[src/hw/rtl/ftbr_div_cell.sv]
// ----------------------------------------------------------------------------
// ftbr_div_cell: one step of a restoring divider
//
// Takes the partial remainder and numerator word from the previous cell,
// retires one quotient bit and registers the result for the next cell.
// The divisor and a side-band payload travel along unchanged.
// ----------------------------------------------------------------------------
module ftbr_div_cell #(
   parameter int unsigned NUM_W = 8,
   parameter int unsigned DEN_W = 8,
   parameter int unsigned PAY_W = 1
) (
   input  logic                   clock,
   input  logic                   reset,
   input  logic                   advance,
   input  logic                   valid_i,
   input  logic [DEN_W+NUM_W-1:0] acc_i,
   input  logic [DEN_W-1:0]       den_i,
   input  logic [PAY_W-1:0]       pay_i,
   output logic                   valid_o,
   output logic [DEN_W+NUM_W-1:0] acc_o,
   output logic [DEN_W-1:0]       den_o,
   output logic [PAY_W-1:0]       pay_o
);

   localparam int unsigned ACC_W = DEN_W + NUM_W;

   logic [ACC_W:0]   shifted;
   logic [DEN_W:0]   upper;
   logic [DEN_W:0]   diff;
   logic             fits;
   logic [ACC_W-1:0] acc_in;
   logic             valid_ff;
   logic [ACC_W-1:0] acc_ff;
   logic [DEN_W-1:0] den_ff;
   logic [PAY_W-1:0] pay_ff;

   // Shift in the next numerator bit and try to subtract the divisor.
   always_comb begin
      shifted = {acc_i, 1'b0};
      upper   = shifted[ACC_W:NUM_W];
      diff    = upper - {1'b0, den_i};
      fits    = (upper >= {1'b0, den_i});
      if (fits) begin
         acc_in = {diff[DEN_W-1:0], shifted[NUM_W-1:1], 1'b1};
      end else begin
         acc_in = shifted[ACC_W-1:0];
      end
   end

   // Valid flag of this cell.
   always_ff @(posedge clock) begin
      if (reset) begin
         valid_ff <= 1'b0;
      end else if (advance) begin
         valid_ff <= valid_i;
      end
   end

   // Working word and side-band.
   always_ff @(posedge clock) begin
      if (advance) begin
         acc_ff <= acc_in;
         den_ff <= den_i;
         pay_ff <= pay_i;
      end
   end

   assign valid_o = valid_ff;
   assign acc_o   = acc_ff;
   assign den_o   = den_ff;
   assign pay_o   = pay_ff;

endmodule

[src/hw/rtl/ftbr_div_chain.sv]
// ----------------------------------------------------------------------------
// ftbr_div_chain: pipelined unsigned divider built from a row of cells
//
// NUM_W cells each retire one quotient bit, most significant first. A new
// division may enter in every cycle that the pipeline advances.
// ----------------------------------------------------------------------------
module ftbr_div_chain #(
   parameter int unsigned NUM_W = 8,
   parameter int unsigned DEN_W = 8,
   parameter int unsigned PAY_W = 1
) (
   input  logic             clock,
   input  logic             reset,
   input  logic             advance,
   input  logic             valid_i,
   input  logic [NUM_W-1:0] num_i,
   input  logic [DEN_W-1:0] den_i,
   input  logic [PAY_W-1:0] pay_i,
   output logic             valid_o,
   output logic [NUM_W-1:0] quot_o,
   output logic [PAY_W-1:0] pay_o
);

   localparam int unsigned ACC_W = DEN_W + NUM_W;

   logic             valid_w [NUM_W+1];
   logic [ACC_W-1:0] acc_w   [NUM_W+1];
   logic [DEN_W-1:0] den_w   [NUM_W+1];
   logic [PAY_W-1:0] pay_w   [NUM_W+1];

   // The remainder starts at zero with the numerator in the low bits.
   assign valid_w[0] = valid_i;
   assign acc_w[0]   = {{DEN_W{1'b0}}, num_i};
   assign den_w[0]   = den_i;
   assign pay_w[0]   = pay_i;

   // One cell per quotient bit.
   for (genvar i = 0; i < NUM_W; i++) begin : g_cell
      ftbr_div_cell #(
         .NUM_W (NUM_W),
         .DEN_W (DEN_W),
         .PAY_W (PAY_W)
      ) u_cell (
         .clock   (clock),
         .reset   (reset),
         .advance (advance),
         .valid_i (valid_w[i]),
         .acc_i   (acc_w[i]),
         .den_i   (den_w[i]),
         .pay_i   (pay_w[i]),
         .valid_o (valid_w[i+1]),
         .acc_o   (acc_w[i+1]),
         .den_o   (den_w[i+1]),
         .pay_o   (pay_w[i+1])
      );
   end

   assign valid_o = valid_w[NUM_W];
   assign quot_o  = acc_w[NUM_W][NUM_W-1:0];
   assign pay_o   = pay_w[NUM_W];

endmodule

[config.mk]
export PLATFORM = sky130hd
export DESIGN_NAME = ftbr_div_chain
export DESIGN_NICKNAME = d
export VERILOG_FILES = /design/src/hw/rtl/ftbr_div_cell.sv /design/src/hw/rtl/ftbr_div_chain.sv
export SDC_FILE = /design/constraint.sdc
export NUM_CORES = 1
export LEC_CHECK = 0
export BUFFER_PORTS_ARGS = -buffer_cell sky130_fd_sc_hd__buf_2
export CORE_MARGIN = 2
export CORE_UTILIZATION = 30
export CTS_CLUSTER_DIAMETER = 200
export DETAILED_ROUTE_END_ITERATION = 16
export SYNTH_ARGS = -nofsm -noshare
export SYNTH_HDL_FRONTEND = slang
export SYNTH_SLANG_ARGS = --single-unit
[constraint.sdc]
create_clock -name clock -period 2 [get_ports clock]
set_input_delay 0.5 -clock clock [delete_from_list [all_inputs] [get_ports clock]]
set_output_delay 0.5 -clock clock [all_outputs]
set_load 0.01 [all_outputs]
# Yosys cells after proc, flatten, opt, wreduce, memory -nomap -nowiden
# Index checks and enable logic that the tools add are counted.
# op_classes
magnitude_cmp	8
n_addsub	7
n_mux	8
# ops
cell	n
$mux 16	6
$ge 9x8->1	7
$sub 8x8->8	6
$mux 9	1
$ge 1x8->1	1
$sub 1x8->8	1
$mux 1	1
# totals
register_bits	192
output_inout_bits	10
word_cells	55
input_bits	21

# Depth between registers and ports, before layout
# logic_depth
depth_word	2
mapped_depth	9

# Cells and area by module
# From an unflattened synthesis, not the netlist that was laid out.
# hier_totals
hier_cells	767
area_unflattened_um2	10453.8
# modules_own_cells
mod	cells_per_inst	n_inst	seq_area_each_um2	area_each_um2
ftbr_div_cell at g_cell[1].u_cell ...	96	7	770.7	1303.8
ftbr_div_cell at g_cell[0].u_cell	94	1	770.7	1323.8
ftbr_div_chain	1	1	0.0	3.8

# Least setup slack after synthesis
# No wires, ideal clock.
# synth_path
path_kind	reg2reg
startpoint	register g_cell[3].u_cell.den_ff[0]
endpoint	register g_cell[4].u_cell.acc_ff[14], data pin
path_buffers	0
synth_period_minus_slack_ns	2.238
path_slack_ns	-0.238
arrival_ns	1.978
path_stages_with_launch	9
required_time_ns	1.740
path_cell_list	edfxtp_1 > ha_1 > fa_1 > nor2b_1 > o21ai_0 > a21boi_1 > nor4_1 > a311o_1 > mux2_2
# synth_between
elab_chain_len	2
word_cells_on_any_way	3
classes_between	add/sub (1); order compare (1); mux (1)
# synth_rtl
item	line_no	source
from (decl)	ftbr_div_cell.sv:35	logic [DEN_W-1:0] den_ff;
from (signal assigned)	ftbr_div_cell.sv:64	den_ff <= den_i;
$sub 8x8->8 or $ge 9x8->1 (tied branches)	ftbr_div_cell.sv:42, ftbr_div_cell.sv:43	
$mux 16 *	ftbr_div_cell.sv:44	if (fits) begin
named net g_cell[4].u_cell.acc_in[14]	ftbr_div_cell.sv:32	logic [ACC_W-1:0] acc_in;
to (signal assigned)	ftbr_div_cell.sv:63	acc_ff <= acc_in;
to (decl)	ftbr_div_cell.sv:34	logic [ACC_W-1:0] acc_ff;
# Mark *: on every way through the listed nets, which the timed path passes. The rest lies on a longest branch.
# A chain may end at the register's enable or synchronous reset.

# Final worst setup path
# Ends and elaborated chain as after synthesis.

==> impl_metrics.toml <==
[detailed_routing]
viasPerCell = 4.24
wl_per_cell_um = 12.0
wirelength_mm = 14.4
drc = 0
via_count = 5090
ant_nets = 0
first_pass_iters = 4
drt_iter0_drc = 277

[setup_path]
crit_start = "g_cell[3].u_cell.den_o[0]"
crit_arrival_ps = 2460
rrSetupSlack_ps = -280
rr_startpoint = "g_cell[3].u_cell.den_o[0]"
endpoint = "g_cell[4].u_cell.acc_o[14]"
regToRegEndpoint = "g_cell[4].u_cell.acc_o[14]"
start_kind = "flip-flop"
cp_max_fo = 2
ff2ff_path_depth = 8
path_class = "flip-flop to flip-flop"
required_ps = 2180
end_kind = "flip-flop"

[place]
place_inst = 1143
place_congestion = 0.838
dp_hpwl_mm = 9.97
port_buffers = 30

[clock_network]
clock-sinks = 192
htree_levels = 4
cts_tree = "yes"
cts_root_buffer = "clkbuf_16"
cts-hold-fix-buffers = 0
cts_max_path_buffers = 2
clock_latency_ps = 430
path_clk_slew_ps = 80
numCtsBuffers = 17

[timing]
setup_ws_ps = -279
worstMarginPinSlew_ps = 351
slew_headroom = 0.764
timing.hold.ws_ps = 237
setup_viol = 31
slew_violations = 0
setup_tns_ps = -3140
grt_setup_unrepaired = "true"
clock.fmax_ghz = 0.439
finClkSkew_ps = 10.5
fin_crit_sh = 1.14
hold_violations = 0
fin_crit_ps = 2280

[outcome]
status = "finished with violations"
violations = "negative setup slack"

[global_route]
antenna_found_initial = 0
grt_max_degree = 40
gr-total-overflow = 0
grt_pass1_vias = 5181
track_usage = 0.0965
grt_pass1_wl_mm = 23.7

[synth]
synth_top_area_frac = 0.625
async_flop_share = 0
ys_ff_latch = 192
syn_nets = 708
yosysMostFrequentCell = "edfxtp_1"
yosys.area.top_type = "edfxtp_1"
synth_area_mm2 = 0.00884
yosys-top-cells-area = "edfxtp_1, ha_1, inv_1"
synth_edf_count = 184
synth.avg_cell_area_um2 = 14.2
ys_seq_area_frac = 0.643
syn_inst = 623
ys_types = 46
ys_top_cells_by_count = "edfxtp_1, inv_1, ha_1"
synth_warnings = 0
synth-main-ff-cell = "edfxtp_1"

[power]
p_leak_nw = 4.86
vdd_drop_max_mv = 0.721
p_per_area_mw_per_mm2 = 1150

[floorplan]
die-area_mm2 = 0.0309
initial_core_util = 0.306
io_pins = 31
core_mm2 = 0.0289
rows = 62
fp.dieW_um = 176
die_y_um = 176

[job]
drv_cap = 0

[finish]
instances_no_fill = 1200
area_growth_pct = 33.1
antenna-diode-count = 0
nNetsFinal = 888
final_layout_size_suffix_gt1_frac = 0.387

[worst_hold_path]
hold_class = "primary input to flip-flop"
hold_path_startpoint = "num_i[6]"
-- repair_timing --
| action | in CTS | in global routing |
|---|---|---|
| pin swaps | 15 | 25 |
| setup buffers | 16 | 9 |
| resized for setup | 36 | 52 |
| setup endpoints to repair | 51 | 52 |
-- layout by cell type (no fill, tap or decap), types with 17 or more instances in the layout --
cell	netlist	routed
nor2_1	41	35
clkbuf_16	0	17
a21o_1	21	21
inv_1	85	73
buf_2	1	29
ha_1	58	42
mux2_4	0	24
xnor2_1	22	22
buf_4	8	125
edfxtp_1	184	184
a21oi_1	27	23
-- layer usage --
layer | GRT usage | part of all wire | vias up
met5 | 0 | 0 | -
met4 | 0.0351 | 0.013 | 0
met3 | 0.0214 | 0.020 | 14
met2 | 0.189 | 0.56 | 34
met1 | 0.0997 | 0.40 | 2440
li1 | - | - | 2602
-- worst min path at each step --
stage | end | cells past startpoint
detailed placement | g_cell[3].u_cell.acc_o[1] | 0
CTS | g_cell[0].u_cell.acc_o[1] | 1
global route | g_cell[0].u_cell.acc_o[5] | 1
global placement | g_cell[5].u_cell.acc_o[6] | 0
floorplan | g_cell[1].u_cell.acc_o[1] | 0
finish | g_cell[0].u_cell.acc_o[7] | 1
-- through the flow --
step | cell area (um^2) | setup slack, ps | total power [mW] | util
finish | 11800 | -279 | 13.5 | 0.408
global route | 11800 | -355 | 14.3 | 0.408
CTS | 11400 | -310 | 13.3 | 0.397
detailed placement | 10500 | -282 | 9.33 | 0.364
global placement | 10500 | -202 | 9.22 | 0.364
floorplan | 9010 | -141 | 8.02 | -
-- cells by family (layout without fill, tap and decap cells) --
| kind of cell | count (synthesis) | after routing | share of synthesized area |
|---|---|---|---|
| AOI/OAI and AO/OA | 105 | 105 | 0.0818 |
| xor gates and xnor gates | 29 | 29 | 0.0287 |
| adders and majority gates | 64 | 64 | 0.0956 |
| buffers and inverters | 96 | 289 | 0.0443 |
| DFF | 192 | 192 | 0.643 |
| muxes | 45 | 45 | 0.0547 |
| and+or+nand+nor | 92 | 92 | 0.0521 |
-- registers in the layout (all words and copies together) (netlist names) --
name / count
g_cell.u_cell.acc_o: 120
g_cell.u_cell.den_o: 56
g_cell.u_cell.pay_o: 8
g_cell.u_cell.valid_o: 8
-- critical path: stages, from the launching register on --
cell	delay, ps
edfxtp_1	440
ha_4	200
fa_2	400
nor2b_2	140
o21ai_2	90
a21boi_2	170
nor4_2	50
a311o_1	280
mux2_4	260
-- final cells by class --
cell class | instances | area [um^2]
Clock inverter | 15 | 188
Multi-Input combinational cell | 335 | 3300
Fill cell | 2705 | 17100
Tap cell | 384 | 480
Inverter | 85 | 319
Timing Repair Buffer | 172 | 1380
Clock buffer | 17 | 425
Sequential cell | 192 | 5690
-- where the power goes --
group / total, mW / internal [mW] / switching [mW] / leakage (nW)
Sequential: 5.49 / 5.21 / 0.280 / 1.85
Combinational: 4.55 / 2.66 / 1.89 / 2.71
Clock: 3.49 / 1.81 / 1.68 / 0.299
Total: 13.5 / 9.67 / 3.85 / 4.86
No activity file was read; power rests on OpenSTA's default activity.
